`config.mk`:
```
export PLATFORM = sky130hd
export DESIGN_NAME = pid_controller_antiwindup
export DESIGN_NICKNAME = d
export VERILOG_FILES = /design/src/design/pidaw_pkg.sv /design/src/design/pid_controller_antiwindup.sv /design/src/design/pidaw_mul.sv /design/src/design/pidaw_core.sv
export SDC_FILE = /design/constraint.sdc
export NUM_CORES = 2
export LEC_CHECK = 0
export ABC_CLOCK_PERIOD_IN_PS = 10400
export BUFFER_PORTS_ARGS = -buffer_cell sky130_fd_sc_hd__buf_2
export CAP_MARGIN = 20
export CORE_MARGIN = 8
export CORE_UTILIZATION = 66
export DETAILED_ROUTE_END_ITERATION = 8
export GPL_ROUTABILITY_DRIVEN = 0
export PLACE_DENSITY = 0.79
export SLEW_MARGIN = 20
export SYNTH_ARGS = -nofsm -noshare
export SYNTH_HDL_FRONTEND = slang
export SYNTH_SLANG_ARGS = --single-unit
```
`constraint.sdc`:
```
create_clock -name clk_i -period 10.4 [get_ports clk_i]
set_clock_uncertainty 0.15 [all_clocks]
set_input_delay 1.56 -clock clk_i [delete_from_list [all_inputs] [get_ports clk_i]]
set_output_delay 1.56 -clock clk_i [all_outputs]
set_load 0.005 [all_outputs]
```
`src/design/pidaw_pkg.sv`:
```
// ----------------------------------------------------------------------------
// pidaw_pkg: shared types and constants of the PID controller
// Register indexes, configuration bundle, sequencer states and the request
// and response bundles of the shared multiplier.
// ----------------------------------------------------------------------------
package pidaw_pkg;

  // integrator width
  localparam int unsigned SUM_WIDTH = 48;

  // fixed field widths
  localparam int unsigned DATA_W  = 32;
  localparam int unsigned COEF_W  = 17;
  localparam int unsigned IDX_W   = 3;
  localparam int unsigned FRAC_W  = 16;

  // shared multiplier: magnitude operands, product, scaled magnitude
  localparam int unsigned MUL_A_W = 33;
  localparam int unsigned MUL_B_W = 32;
  localparam int unsigned PROD_W  = MUL_A_W + MUL_B_W;
  localparam int unsigned MAG_W   = 62;

  // saturated product magnitude, 2^61
  localparam logic [MAG_W-1:0] TERM_LIM = {1'b1, {(MAG_W-1){1'b0}}};

  // filter coefficient of one (no filtering)
  localparam logic [COEF_W-1:0] COEF_ONE = 17'h1_0000;

  // configuration register indexes
  typedef enum logic [IDX_W-1:0] {
    REG_GAIN_P         = 3'd0,
    REG_GAIN_I_DT      = 3'd1,
    REG_GAIN_D_OVER_DT = 3'd2,
    REG_FILTER_COEF    = 3'd3,
    REG_OUT_MAX        = 3'd4,
    REG_OUT_MIN        = 3'd5
  } cfg_idx_e;

  // configuration bundle
  typedef struct packed {
    logic signed [DATA_W-1:0] gain_p;
    logic signed [DATA_W-1:0] gain_i_dt;
    logic signed [DATA_W-1:0] gain_d_over_dt;
    logic        [COEF_W-1:0] filter_coef;
    logic signed [DATA_W-1:0] out_max;
    logic signed [DATA_W-1:0] out_min;
  } cfg_t;

  // multiplier issue: magnitudes, result sign, forced saturation
  typedef struct packed {
    logic               load;
    logic [MUL_A_W-1:0] a_mag;
    logic [MUL_B_W-1:0] b_mag;
    logic               neg;
    logic               sat;
  } mul_req_t;

  // multiplier result: (a*b)/2^16 magnitude and its sign
  typedef struct packed {
    logic [MAG_W-1:0] mag;
    logic             neg;
  } mul_rsp_t;

  // sequencer states
  typedef enum logic [3:0] {
    S_IDLE,
    S_DIFF,
    S_FISS,
    S_FWAIT,
    S_FUPD,
    S_ESET,
    S_ISS_D,
    S_ISS_I,
    S_ACC_D,
    S_ACC_I,
    S_DONE
  } state_e;

endpackage

```
`src/design/pid_controller_antiwindup.sv`:
```
// ----------------------------------------------------------------------------
// pid_controller_antiwindup: fixed-point PID controller with clamping
// anti-windup
// Each slave-side transaction carries a setpoint and a measurement (signed
// Q16.16); each gives one master-side transaction with the clamped drive and
// two flags. The error is low-pass filtered, the derivative is re-based when
// the setpoint changes, the integrator saturates at SUM_WIDTH bits and is held
// on the next step when the output clamps with the error's sign. The
// sequencer passes the filter product and then the P, D and I products
// through a single shared multiplier with two register stages. A new item
// is taken while the previous result still waits; if that result is still
// not taken when the next is done, the block waits for it. Configuration
// writes are always accepted and belong to idle periods.
// ----------------------------------------------------------------------------
module pid_controller_antiwindup (
  input  logic        clk_i,
  input  logic        rst_ni,
  // configuration write channel
  input  logic        cfg_valid_i,
  output logic        cfg_ready_o,
  input  logic [2:0]  cfg_index_i,
  input  logic [31:0] cfg_data_i,
  // input stream
  input  logic        s_axis_tvalid,
  output logic        s_axis_tready,
  input  logic [63:0] s_axis_tdata,   // [31:0] setpoint, [63:32] measurement
  // result stream
  output logic        m_axis_tvalid,
  input  logic        m_axis_tready,
  output logic [31:0] m_axis_tdata,   // [31:0] drive
  output logic [1:0]  m_axis_tuser    // [0] clamped, [1] windup_hold
);
  import pidaw_pkg::*;

  cfg_t               cfg_q;
  logic signed [31:0] drive;
  logic               clamped;
  logic               windup_hold;

  // configuration registers
  always_ff @(posedge clk_i or negedge rst_ni) begin
    if (!rst_ni) begin
      cfg_q.gain_p         <= '0;
      cfg_q.gain_i_dt      <= '0;
      cfg_q.gain_d_over_dt <= '0;
      cfg_q.filter_coef    <= COEF_ONE;
      cfg_q.out_max        <= 32'sh7FFF_FFFF;
      cfg_q.out_min        <= 32'sh8000_0000;
    end else if (cfg_valid_i) begin
      unique case (cfg_idx_e'(cfg_index_i))
        REG_GAIN_P:         cfg_q.gain_p         <= cfg_data_i;
        REG_GAIN_I_DT:      cfg_q.gain_i_dt      <= cfg_data_i;
        REG_GAIN_D_OVER_DT: cfg_q.gain_d_over_dt <= cfg_data_i;
        REG_FILTER_COEF:    cfg_q.filter_coef    <= cfg_data_i[COEF_W-1:0];
        REG_OUT_MAX:        cfg_q.out_max        <= cfg_data_i;
        REG_OUT_MIN:        cfg_q.out_min        <= cfg_data_i;
        default: ;
      endcase
    end
  end

  assign cfg_ready_o = 1'b1;

  pidaw_core u_core (
    .clk_i         (clk_i),
    .rst_ni        (rst_ni),
    .cfg_i         (cfg_q),
    .in_valid_i    (s_axis_tvalid),
    .in_ready_o    (s_axis_tready),
    .setpoint_i    (s_axis_tdata[31:0]),
    .measurement_i (s_axis_tdata[63:32]),
    .out_valid_o   (m_axis_tvalid),
    .out_ready_i   (m_axis_tready),
    .drive_o       (drive),
    .clamped_o     (clamped),
    .windup_hold_o (windup_hold)
  );

  // result packing
  assign m_axis_tdata = drive;
  assign m_axis_tuser = {windup_hold, clamped};

endmodule

```
`src/design/pidaw_mul.sv`:
```
// ----------------------------------------------------------------------------
// pidaw_mul: shared fixed-point multiplier
// Two-stage unit: operand registers, then product register. Gives the
// Q16.16 scaled magnitude from the product register, saturated when forced.
// ----------------------------------------------------------------------------
module pidaw_mul (
  input  logic                clk_i,
  input  pidaw_pkg::mul_req_t req_i,
  output pidaw_pkg::mul_rsp_t rsp_o
);
  import pidaw_pkg::*;

  logic [MUL_A_W-1:0] a_q;
  logic [MUL_B_W-1:0] b_q;
  logic               neg_q;
  logic               sat_q;
  logic [PROD_W-1:0]  prod_q;
  logic               pneg_q;
  logic               psat_q;

  // operand stage, loaded on issue; product stage every cycle
  always_ff @(posedge clk_i) begin
    if (req_i.load) begin
      a_q   <= req_i.a_mag;
      b_q   <= req_i.b_mag;
      neg_q <= req_i.neg;
      sat_q <= req_i.sat;
    end
    prod_q <= PROD_W'(a_q) * PROD_W'(b_q);
    pneg_q <= neg_q;
    psat_q <= sat_q;
  end

  // drop the fraction bits, force the limit when flagged
  assign rsp_o.mag = psat_q ? TERM_LIM : MAG_W'(prod_q[PROD_W-1:FRAC_W]);
  assign rsp_o.neg = pneg_q;

endmodule

```
`src/design/pidaw_core.sv`:
```
// ----------------------------------------------------------------------------
// pidaw_core: PID sequencer and datapath
// Runs the filter product and the three gain products through the shared
// multiplier, keeps the controller state and holds the result register.
// ----------------------------------------------------------------------------
module pidaw_core (
  input  logic                     clk_i,
  input  logic                     rst_ni,
  input  pidaw_pkg::cfg_t          cfg_i,
  input  logic                     in_valid_i,
  output logic                     in_ready_o,
  input  logic signed [31:0]       setpoint_i,
  input  logic signed [31:0]       measurement_i,
  output logic                     out_valid_o,
  input  logic                     out_ready_i,
  output logic signed [31:0]       drive_o,
  output logic                     clamped_o,
  output logic                     windup_hold_o
);
  import pidaw_pkg::*;

  localparam int unsigned ESW = SUM_WIDTH + 1;
  localparam logic signed [SUM_WIDTH-1:0] ES_MAX = {1'b0, {(SUM_WIDTH-1){1'b1}}};
  localparam logic signed [SUM_WIDTH-1:0] ES_MIN = {1'b1, {(SUM_WIDTH-1){1'b0}}};

  // saturate to 32 signed bits
  function automatic logic signed [31:0] sat32(input logic signed [35:0] v);
    logic signed [31:0] r;
    if (v > 36'sd2147483647) begin
      r = 32'sh7FFF_FFFF;
    end else if (v < -36'sd2147483648) begin
      r = 32'sh8000_0000;
    end else begin
      r = v[31:0];
    end
    return r;
  endfunction

  // magnitude of a 32 bit signed value
  function automatic logic [31:0] mag32(input logic signed [31:0] v);
    logic [31:0] r;
    r = v[31] ? unsigned'(-v) : unsigned'(v);
    return r;
  endfunction

  state_e state_q, state_d;

  // controller state
  logic signed [31:0]          filt_q;
  logic signed [31:0]          last_err_q;
  logic signed [31:0]          last_sp_q;
  logic signed [SUM_WIDTH-1:0] es_q;
  logic                        integ_on_q;

  // per-item work registers
  logic signed [31:0] raw_q;
  logic               chg_q;
  logic signed [32:0] diff_q;
  logic signed [32:0] d_q;
  logic signed [63:0] total_q;

  // result register
  logic               out_valid_q, out_valid_d;
  logic signed [31:0] drive_q;
  logic               clamped_q;
  logic               hold_q;

  // control
  logic     in_ready;
  logic     in_fire;
  logic     out_load;
  mul_req_t mul_req;
  mul_rsp_t mul_rsp;

  // datapath nets
  logic signed [35:0]          raw_wide;
  logic signed [32:0]          diff_d;
  logic [32:0]                 diff_mag;
  logic [COEF_W-1:0]           coef_eff;
  logic signed [35:0]          filt_ext;
  logic signed [35:0]          fterm;
  logic signed [35:0]          fsum;
  logic signed [31:0]          filt_new;
  logic [31:0]                 e_mag;
  logic [31:0]                 gp_mag;
  logic [31:0]                 gi_mag;
  logic [31:0]                 gd_mag;
  logic signed [31:0]          lef;
  logic signed [32:0]          d_d;
  logic [32:0]                 d_mag;
  logic [SUM_WIDTH-1:0]        es_mag;
  logic                        es_big;
  logic signed [ESW-1:0]       es_sum;
  logic                        es_ovf;
  logic signed [SUM_WIDTH-1:0] es_new;
  logic signed [63:0]          term64;
  logic signed [63:0]          acc_base;
  logic signed [63:0]          acc_sum;
  logic signed [31:0]          omax;
  logic signed [31:0]          omin;
  logic                        gt;
  logic                        lt;
  logic                        limited;
  logic signed [31:0]          drive_d;
  logic                        e_pos, e_neg, t_pos, t_neg;
  logic                        hold;

  pidaw_mul u_mul (
    .clk_i (clk_i),
    .req_i (mul_req),
    .rsp_o (mul_rsp)
  );

  // raw error and filter difference
  assign raw_wide = 36'(setpoint_i) - 36'(measurement_i);
  assign diff_d   = 33'(raw_q) - 33'(filt_q);
  assign diff_mag = diff_q[32] ? -diff_q : diff_q;
  assign coef_eff = (cfg_i.filter_coef > COEF_ONE) ? COEF_ONE : cfg_i.filter_coef;

  // filter update: filt + signed product
  assign filt_ext = 36'(filt_q);
  assign fterm    = {1'b0, mul_rsp.mag[34:0]};
  assign fsum     = mul_rsp.neg ? filt_ext - fterm : filt_ext + fterm;
  assign filt_new = sat32(fsum);

  // operand magnitudes
  assign e_mag  = mag32(filt_q);
  assign gp_mag = mag32(signed'(cfg_i.gain_p));
  assign gi_mag = mag32(signed'(cfg_i.gain_i_dt));
  assign gd_mag = mag32(signed'(cfg_i.gain_d_over_dt));

  // derivative input, re-based on a setpoint change
  assign lef   = chg_q ? filt_q : last_err_q;
  assign d_d   = 33'(filt_q) - 33'(lef);
  assign d_mag = d_q[32] ? -d_q : d_q;

  // integrator magnitude; at or above 2^32 the product saturates unless the gain is zero
  assign es_mag = es_q[SUM_WIDTH-1] ? unsigned'(-es_q) : unsigned'(es_q);
  assign es_big = ESW'(es_mag) >= ESW'({1'b1, 32'd0});

  // saturating integrator add
  assign es_sum = ESW'(es_q) + ESW'(filt_q);
  assign es_ovf = es_sum[SUM_WIDTH] != es_sum[SUM_WIDTH-1];
  assign es_new = es_ovf ? (es_sum[SUM_WIDTH] ? ES_MIN : ES_MAX) : es_sum[SUM_WIDTH-1:0];

  // P+I+D accumulation
  assign term64   = {2'b00, mul_rsp.mag};
  assign acc_base = (state_q == S_ISS_I) ? '0 : total_q;
  assign acc_sum  = mul_rsp.neg ? acc_base - term64 : acc_base + term64;

  // clamp, lower limit last
  assign omax    = signed'(cfg_i.out_max);
  assign omin    = signed'(cfg_i.out_min);
  assign gt      = total_q > 64'(omax);
  assign lt      = gt ? (omax < omin) : (total_q < 64'(omin));
  assign limited = gt | lt;
  assign drive_d = lt ? omin : (gt ? omax : total_q[31:0]);

  // anti-windup: clamped with error and sum of one sign
  assign e_pos = !filt_q[31] && (filt_q != '0);
  assign e_neg = filt_q[31];
  assign t_pos = !total_q[63] && (total_q != '0);
  assign t_neg = total_q[63];
  assign hold  = ((e_pos && t_pos) || (e_neg && t_neg)) && limited;

  // next state, multiplier issue, handshakes
  always_comb begin
    state_d = state_q;
    mul_req = '0;
    in_ready = 1'b0;
    out_load = 1'b0;
    unique case (state_q)
      S_IDLE: begin
        in_ready = 1'b1;
        if (in_valid_i) begin
          state_d = S_DIFF;
        end
      end
      S_DIFF: state_d = S_FISS;
      S_FISS: begin
        mul_req.load  = 1'b1;
        mul_req.a_mag = diff_mag;
        mul_req.b_mag = MUL_B_W'(coef_eff);
        mul_req.neg   = diff_q[32];
        state_d = S_FWAIT;
      end
      S_FWAIT: state_d = S_FUPD;
      S_FUPD: state_d = S_ESET;
      S_ESET: begin
        mul_req.load  = 1'b1;
        mul_req.a_mag = {1'b0, e_mag};
        mul_req.b_mag = gp_mag;
        mul_req.neg   = filt_q[31] ^ cfg_i.gain_p[31];
        state_d = S_ISS_D;
      end
      S_ISS_D: begin
        mul_req.load  = 1'b1;
        mul_req.a_mag = d_mag;
        mul_req.b_mag = gd_mag;
        mul_req.neg   = d_q[32] ^ cfg_i.gain_d_over_dt[31];
        state_d = S_ISS_I;
      end
      S_ISS_I: begin
        mul_req.load  = 1'b1;
        mul_req.a_mag = {1'b0, es_mag[31:0]};
        mul_req.b_mag = gi_mag;
        mul_req.neg   = es_q[SUM_WIDTH-1] ^ cfg_i.gain_i_dt[31];
        mul_req.sat   = es_big && (cfg_i.gain_i_dt != '0);
        state_d = S_ACC_D;
      end
      S_ACC_D: state_d = S_ACC_I;
      S_ACC_I: state_d = S_DONE;
      S_DONE: begin
        if (!out_valid_q || out_ready_i) begin
          out_load = 1'b1;
          state_d  = S_IDLE;
        end
      end
      default: state_d = S_IDLE;
    endcase
  end

  assign in_fire = in_ready && in_valid_i;

  // result register valid
  always_comb begin
    out_valid_d = out_valid_q;
    if (out_load) begin
      out_valid_d = 1'b1;
    end else if (out_ready_i) begin
      out_valid_d = 1'b0;
    end
  end

  // control and controller state
  always_ff @(posedge clk_i or negedge rst_ni) begin
    if (!rst_ni) begin
      state_q     <= S_IDLE;
      out_valid_q <= 1'b0;
      filt_q      <= '0;
      last_err_q  <= '0;
      last_sp_q   <= '0;
      es_q        <= '0;
      integ_on_q  <= 1'b1;
    end else begin
      state_q     <= state_d;
      out_valid_q <= out_valid_d;
      if (in_fire) begin
        last_sp_q <= setpoint_i;
      end
      if (state_q == S_FUPD) begin
        filt_q <= filt_new;
      end
      if (state_q == S_ESET) begin
        last_err_q <= filt_q;
        if (integ_on_q) begin
          es_q <= es_new;
        end
      end
      if (out_load) begin
        integ_on_q <= !hold;
      end
    end
  end

  // per-item work registers and result payload
  always_ff @(posedge clk_i) begin
    if (in_fire) begin
      raw_q <= sat32(raw_wide);
      chg_q <= setpoint_i != last_sp_q;
    end
    if (state_q == S_DIFF) begin
      diff_q <= diff_d;
    end
    if (state_q == S_ESET) begin
      d_q <= d_d;
    end
    if (state_q == S_ISS_I || state_q == S_ACC_D || state_q == S_ACC_I) begin
      total_q <= acc_sum;
    end
    if (out_load) begin
      drive_q   <= drive_d;
      clamped_q <= limited;
      hold_q    <= hold;
    end
  end

  assign in_ready_o    = in_ready;
  assign out_valid_o   = out_valid_q;
  assign drive_o       = drive_q;
  assign clamped_o     = clamped_q;
  assign windup_hold_o = hold_q;

  // a hold is only ever reported together with a clamp
  a_hold_needs_clamp: assert property (@(posedge clk_i) disable iff (!rst_ni)
    out_valid_q |-> (clamped_q || !hold_q))
    else $error("windup hold without clamp");

  // the filter state moves only in its update step
  a_filt_stable: assert property (@(posedge clk_i) disable iff (!rst_ni)
    (state_q != S_FUPD) |=> $stable(filt_q))
    else $error("filtered error changed outside update step");

  // a held integrator keeps its value
  a_es_held: assert property (@(posedge clk_i) disable iff (!rst_ni)
    (state_q == S_ESET && !integ_on_q) |=> $stable(es_q))
    else $error("integrator changed while held");

endmodule

```
# Word-level counts from Yosys, hierarchy flattened
# Cells that the tools add are included.
[word_totals]
elab_cells = 135
output_inout_bits = 37
regBits = 658
in_bits = 104
[classes]
order_cmp = 9
n_addsub = 15
bitwise_logic = 4
n_eq_ne = 19
reduce_logical = 29
multipliers = 1
mux = 30
[op_table]
columns = ["op", "n"]
rows = [
  ["32-bit 2-to-1 mux", 10],
  ["67-bit case mux with 4 select lines", 1],
  ["48-bit 2-to-1 mux", 3],
  ["64-bit 2-to-1 mux", 2],
  ["32-bit negation", 4],
  ["32-bit by 32-bit subtractor with 33-bit output", 3],
  ["36-bit by 32-bit greater-than comparator with 1-bit output (second input constant)", 2],
  ["36-bit by 32-bit < comparator with 1-bit output (second input constant)", 2],
  ["33-bit 2-to-1 mux", 2],
  ["33-bit negation", 2],
  ["33-bit by 32-bit multiplier with 65-bit output", 1],
  ["64-bit by 63-bit adder with 64-bit output", 1],
  ["64-bit by 32-bit greater-than comparator with 1-bit output", 1],
  ["64-bit by 32-bit < comparator with 1-bit output", 1],
  ["32-bit nonzero test", 2],
  ["64-bit nonzero test", 1],
  ["64-bit by 63-bit subtractor with 64-bit output", 1],
  ["62-bit 2-to-1 mux", 1],
  ["48-bit by 32-bit adder with 49-bit output", 1],
  ["48-bit by 33-bit >= comparator with 1-bit output (second input constant)", 1],
  ["48-bit negation", 1],
  ["4-bit case mux with 11 select lines", 1],
  ["32-bit by 36-bit adder with 36-bit output", 1],
  ["36-bit 2-to-1 mux", 1],
  ["other kinds (26)", 61],
]

# Depth between registers and ports, before layout
[depth]
ltp_word = 6
mapped_depth = 31
mapped_depth_nobuf = 30

# Cells and area by module
# From an unflattened synthesis, not the netlist that was laid out.
[unflattened]
hier_cells = 9009
hier_area_um2 = 82709.3
[modules_own_cells]
columns = ["module", "cells_each", "seq_area_each_um2", "instances", "area_each_um2"]
rows = [
  ["pidaw_core", 4589, 9670.5, 1, 38400.6],
  ["pidaw_mul", 4036, 3032.9, 1, 37557.3],
  ["pid_controller_antiwindup", 384, 4470.5, 1, 6751.5],
]

# Least setup slack after synthesis
# OpenSTA, ideal clock, no wires.
[synth_path]
kind = "register -> register"
start = "register u_core.u_mul.a_q[5]"
end = "register u_core.u_mul.prod_q[64]"
arrival_ns = 7.837
required_time_ns = 10.178
slack_ns = 2.340
n_path_buf = 1
setup_ns = 0.072
path_stages_with_launch = 30
cell_sequence = "edfxtp_1 -> clkbuf_1 -> and2_1 -> fa_1 -> inv_1 -> fa_1 -> inv_1 -> fa_1 -> inv_1 -> fa_1 -> inv_1 -> fa_1 -> fa_1 -> fa_1 -> inv_1 -> fa_1 -> inv_1 -> ha_1 -> a21o_1 -> a21o_1 -> a221oi_1 -> o21ai_0 -> a31oi_1 -> o21ai_1 -> a41oi_1 -> a31oi_1 -> a211o_1 -> a221o_1 -> a21oi_1 -> xnor2_1"
[synth_between]
elab_chain_len = 1
[synth_rtl]
columns = ["element", "line_no", "rtl"]
rows = [
  ["start, declared", "pidaw_mul.sv:13", "logic [MUL_A_W-1:0] a_q;"],
  ["start signal, assigned", "pidaw_mul.sv:24", "a_q <= req_i.a_mag;"],
  ["33-bit by 32-bit multiplier with 65-bit output", "pidaw_mul.sv:29", "prod_q <= PROD_W'(a_q) * PROD_W'(b_q);"],
  ["end signal, assigned", "pidaw_mul.sv:29", ""],
  ["end, declared", "pidaw_mul.sv:17", "logic [PROD_W-1:0] prod_q;"],
]
# Every way passes these cells.
# A chain may end at the register's enable or synchronous reset.

# Final worst setup path
[layout_path]
start = "register u_core.u_mul.b_q[6]"
end = "register u_core.u_mul.prod_q[63]"
[layout_between]
elab_chain_len = 1
[layout_rtl]
columns = ["element", "line_no", "rtl"]
rows = [
  ["start, declared", "pidaw_mul.sv:14", "logic [MUL_B_W-1:0] b_q;"],
  ["start signal, assigned", "pidaw_mul.sv:25", "b_q <= req_i.b_mag;"],
  ["33-bit by 32-bit multiplier with 65-bit output", "pidaw_mul.sv:29", ""],
]
# Every way passes these cells.

==> metrics.md <==
| Metric | Value |
|---|---|
| Critical Path Start | `u_core.u_mul.b_q[6]` |
| Worst R2R Path Depth | `27` |
| Number of flops mapped to enable cells by yosys | `264` |
| Vias in the first global route | `66,400` |
| Setup violations, final | `0` |
| Nets | `10,400` |
| Setup TNS | `0 ns` |
| Cts repair resizes | `0` |
| Synth warn | `0` |
| Clk sink count | `642` |
| Area contributors post-synth | `fa_1 23%, ha_1 10%, edfxtp_1 9.9%` |
| Minimum clock period | `9.45 ns` |
| Hold crit path type | `reg2reg` |
| Crit Path Category | `reg2reg` |
| Starting Density | `66.5%` |
| Worst slew pin tran | `1.28 ns` |
| CTS tree | `done` |
| # IOs | `141` |
| Post-synth design cell area | `0.0797 sq mm` |
| Hold Path Stages | `0` |
| Syn Area/Cell | `9.17 sq um` |
| Final period util | `90.8%` |
| Synth top area share | `23.4%` |
| H-tree lvl count | `3` |
| Chip height | `364 um` |
| Worst-path clk slew | `0.06 ns` |
| Max-slew violations | `0` |
| Yosys top cell by area | `fa_1` |
| Number of library cell types mapped by synthesis | `92` |
| Most frequent cell on the critical path | `fa_1` |
| Post-Route WL | `225,000 um` |
| Clock Tree Buf Depth | `3` |
| Grt ovf | `0` |
| Post-DP HPWL | `177,000 um` |
| Die W | `364 um` |
| Critical path endpoint category | `flop` |
| Slowest-stage cell, CP | `edfxtp_1` |
| CP Data Arrival Time | `9.87 ns` |
| Hold Path Origin | `u_core.u_mul.sat_q` |
| # DRC | `0` |
| Std-Cell Rows | `127` |
| Post-synth ARST share | `50.9%` |
| Clk_lat worst skew | `0.67 ns` |
| Die area | `0.132 sq mm` |
| Remaining antenna violation count | `0` |
| Final hold violation count | `0` |
| Worst rel slew slack | `13.5%` |
| First-pass DRT Iterations | `7` |
| Syn_nets | `10,400` |
| Max_cap viols | `0` |
| Yosys reg bits | `642` |
| Crit path largest cell delay | `1.09 ns` |
| I/O Buffers | `139` |
| RSZ-0062 raised after global routing | `no` |
| Vias | `64,800` |
| CTS buffer count | `74` |
| Achievable Freq | `106 MHz` |
| WL per Instance | `21.8 um` |
| Synth Flop Type | `dfrtp_1` |
| Sequential area share after synthesis | `21.5%` |
| Routed vias/inst | `6.27` |
| Root buf cell | `clkbuf_16` |
| Worst endpoint required time | `10.83 ns` |
| Largest net degree at the start of global routing | `159` |
| First-pass GRT wire length | `361,000 um` |
| CP startpoint kind | `flop` |
| Cells after synthesis | `8,691` |
| Core area | `0.120 sq mm` |
| Reg2reg start | `u_core.u_mul.b_q[6]` |
| Area growth, synth to finish | `6.06%` |
| Gr usage total | `34.1%` |
| Drt initial violations | `6,642` |
| Outcome | `finished, final reports clean` |
| Hold-fix buffers, CTS | `0` |
| Share of post-route cells with drive strength above 1 | `7.09%` |
| Setup bufs post-CTS | `0` |
| Crit Path Max Fanout | `33` |
| Initial antenna violation count | `12` |
==> cell families after synthesis <==
| kind of cell | share of synthesized area [%] |
|---|---|
| adder cells (fa/ha/maj) | 34.0 |
| AO/OA/AOI/OAI | 12.0 |
| buffers and inverters | 7.57 |
| XOR/XNOR | 5.82 |
| AND/OR/NAND/NOR | 15.8 |
| multiplexers | 3.30 |
| other | 0.00470 |
| flip-flops | 21.5 |
==> layout by cell type (no fill, tap or decap), types with 83 or more instances in the layout <==
master	synthesis	routed
mux2i_1	102	101
nand3_1	104	103
a21o_1	196	196
dfrtp_1	293	292
xor2_1	207	207
xnor2_1	323	323
a21oi_1	363	362
buf_4	3	109
ha_1	669	669
and2_1	569	569
nand4_1	83	83
o21ai_0	425	421
nand2_1	1096	1095
buf_2	9	138
mux2_2	143	143
edfxtp_1	264	264
fa_1	931	931
nor2_1	250	248
inv_1	1220	1218
==> cell usage after synthesis, drive strengths merged (13+ instances only) <==
library cell / number
edfxtp: 264
fa: 931
o21bai: 42
o41ai: 34
o22ai: 69
xor2: 207
o21ai: 435
buf: 29
or4: 39
a31oi: 34
clkbuf: 345
nand4: 83
or2: 18
o211ai: 23
inv: 1220
a221oi: 17
nand2b: 61
mux2: 143
mux2i: 102
xnor2: 323
nand3: 104
dfxtp: 51
o31ai: 75
nor3b: 13
and3: 25
nor3: 86
o221ai: 29
and4: 14
nand2: 1096
and2: 569
ha: 669
nor2b: 64
dfstp: 34
a21o: 196
dfrtp: 293
or3: 46
nor4: 58
nor2: 250
o21a: 43
a211oi: 32
a21oi: 365
==> cell type report <==
cell class / count / area, sq um
Fill cell: 9083 / 35300
Clock buffer: 93 / 2010
Inverter: 1221 / 4580
Sequential cell: 642 / 17200
Multi-Input combinational cell: 6454 / 56700
Tap cell: 1612 / 2020
Timing Repair Buffer: 256 / 1650
Clock inverter: 45 / 460
Antenna cell: 3 / 7.51
==> metal layers <==
layer | share of wire (%) | wire (um) | global-route usage [%] | up-vias
met5 | 0.031 | 70 | 0 | -
met4 | 5.0 | 11300 | 15.4 | 12
met3 | 11 | 24700 | 7.70 | 714
met2 | 45 | 101000 | 53.1 | 3448
met1 | 39 | 87600 | 45.8 | 31900
li1 | - | - | - | 28700
==> worst max-delay path, delay by kind of cell (launching register included) <==
kind                     cells  cell delay, ns
AND/OR/NAND/NOR              3            0.61
buffers and inverters        5            0.43
AO/OA/AOI/OAI               10            2.58
adder cells (fa/ha/maj)      9            4.47
flip-flops                   1            1.09
==> path summary, 6_finish.rpt <==
check | slack [ns] | end
max reg2reg | 0.95 | u_core.u_mul.prod_q[63]
min reg2reg | 0.19 | u_core.u_mul.psat_q
max | 0.95 | u_core.u_mul.prod_q[63]
max in group asynchronous | 7.25 | cfg_q[104]
min | 0.19 | u_core.u_mul.psat_q
min in group asynchronous | 0.64 | u_core.last_sp_q[26]
==> state kept, by name (all words and copies together) (netlist names), 33 cells and up <==
register,flops
u_core.u_mul.a_q,33
u_core.d_q,33
u_core.total_q,64
u_core.diff_q,33
cfg_q,177
u_core.u_mul.prod_q,49
u_core.es_q,48
==> metrics by stage <==
step                worst slack [ns]  area, sq um  instances  utilization, %  hold slack (ns)
CTS                            0.906        84400      10300            70.5            0.194
floorplan                       2.34        79700       8691               -            0.173
finish                         0.954        84600      10300            70.6            0.194
global placement                1.09        82000      10200            68.4            0.176
global route                   0.271        84600      10300            70.6            0.214
detailed placement             0.994        82000      10200            68.4            0.177
Power is not shown: default switching activity piles up to over one toggle a cycle in this logic, so the estimate is an artifact.
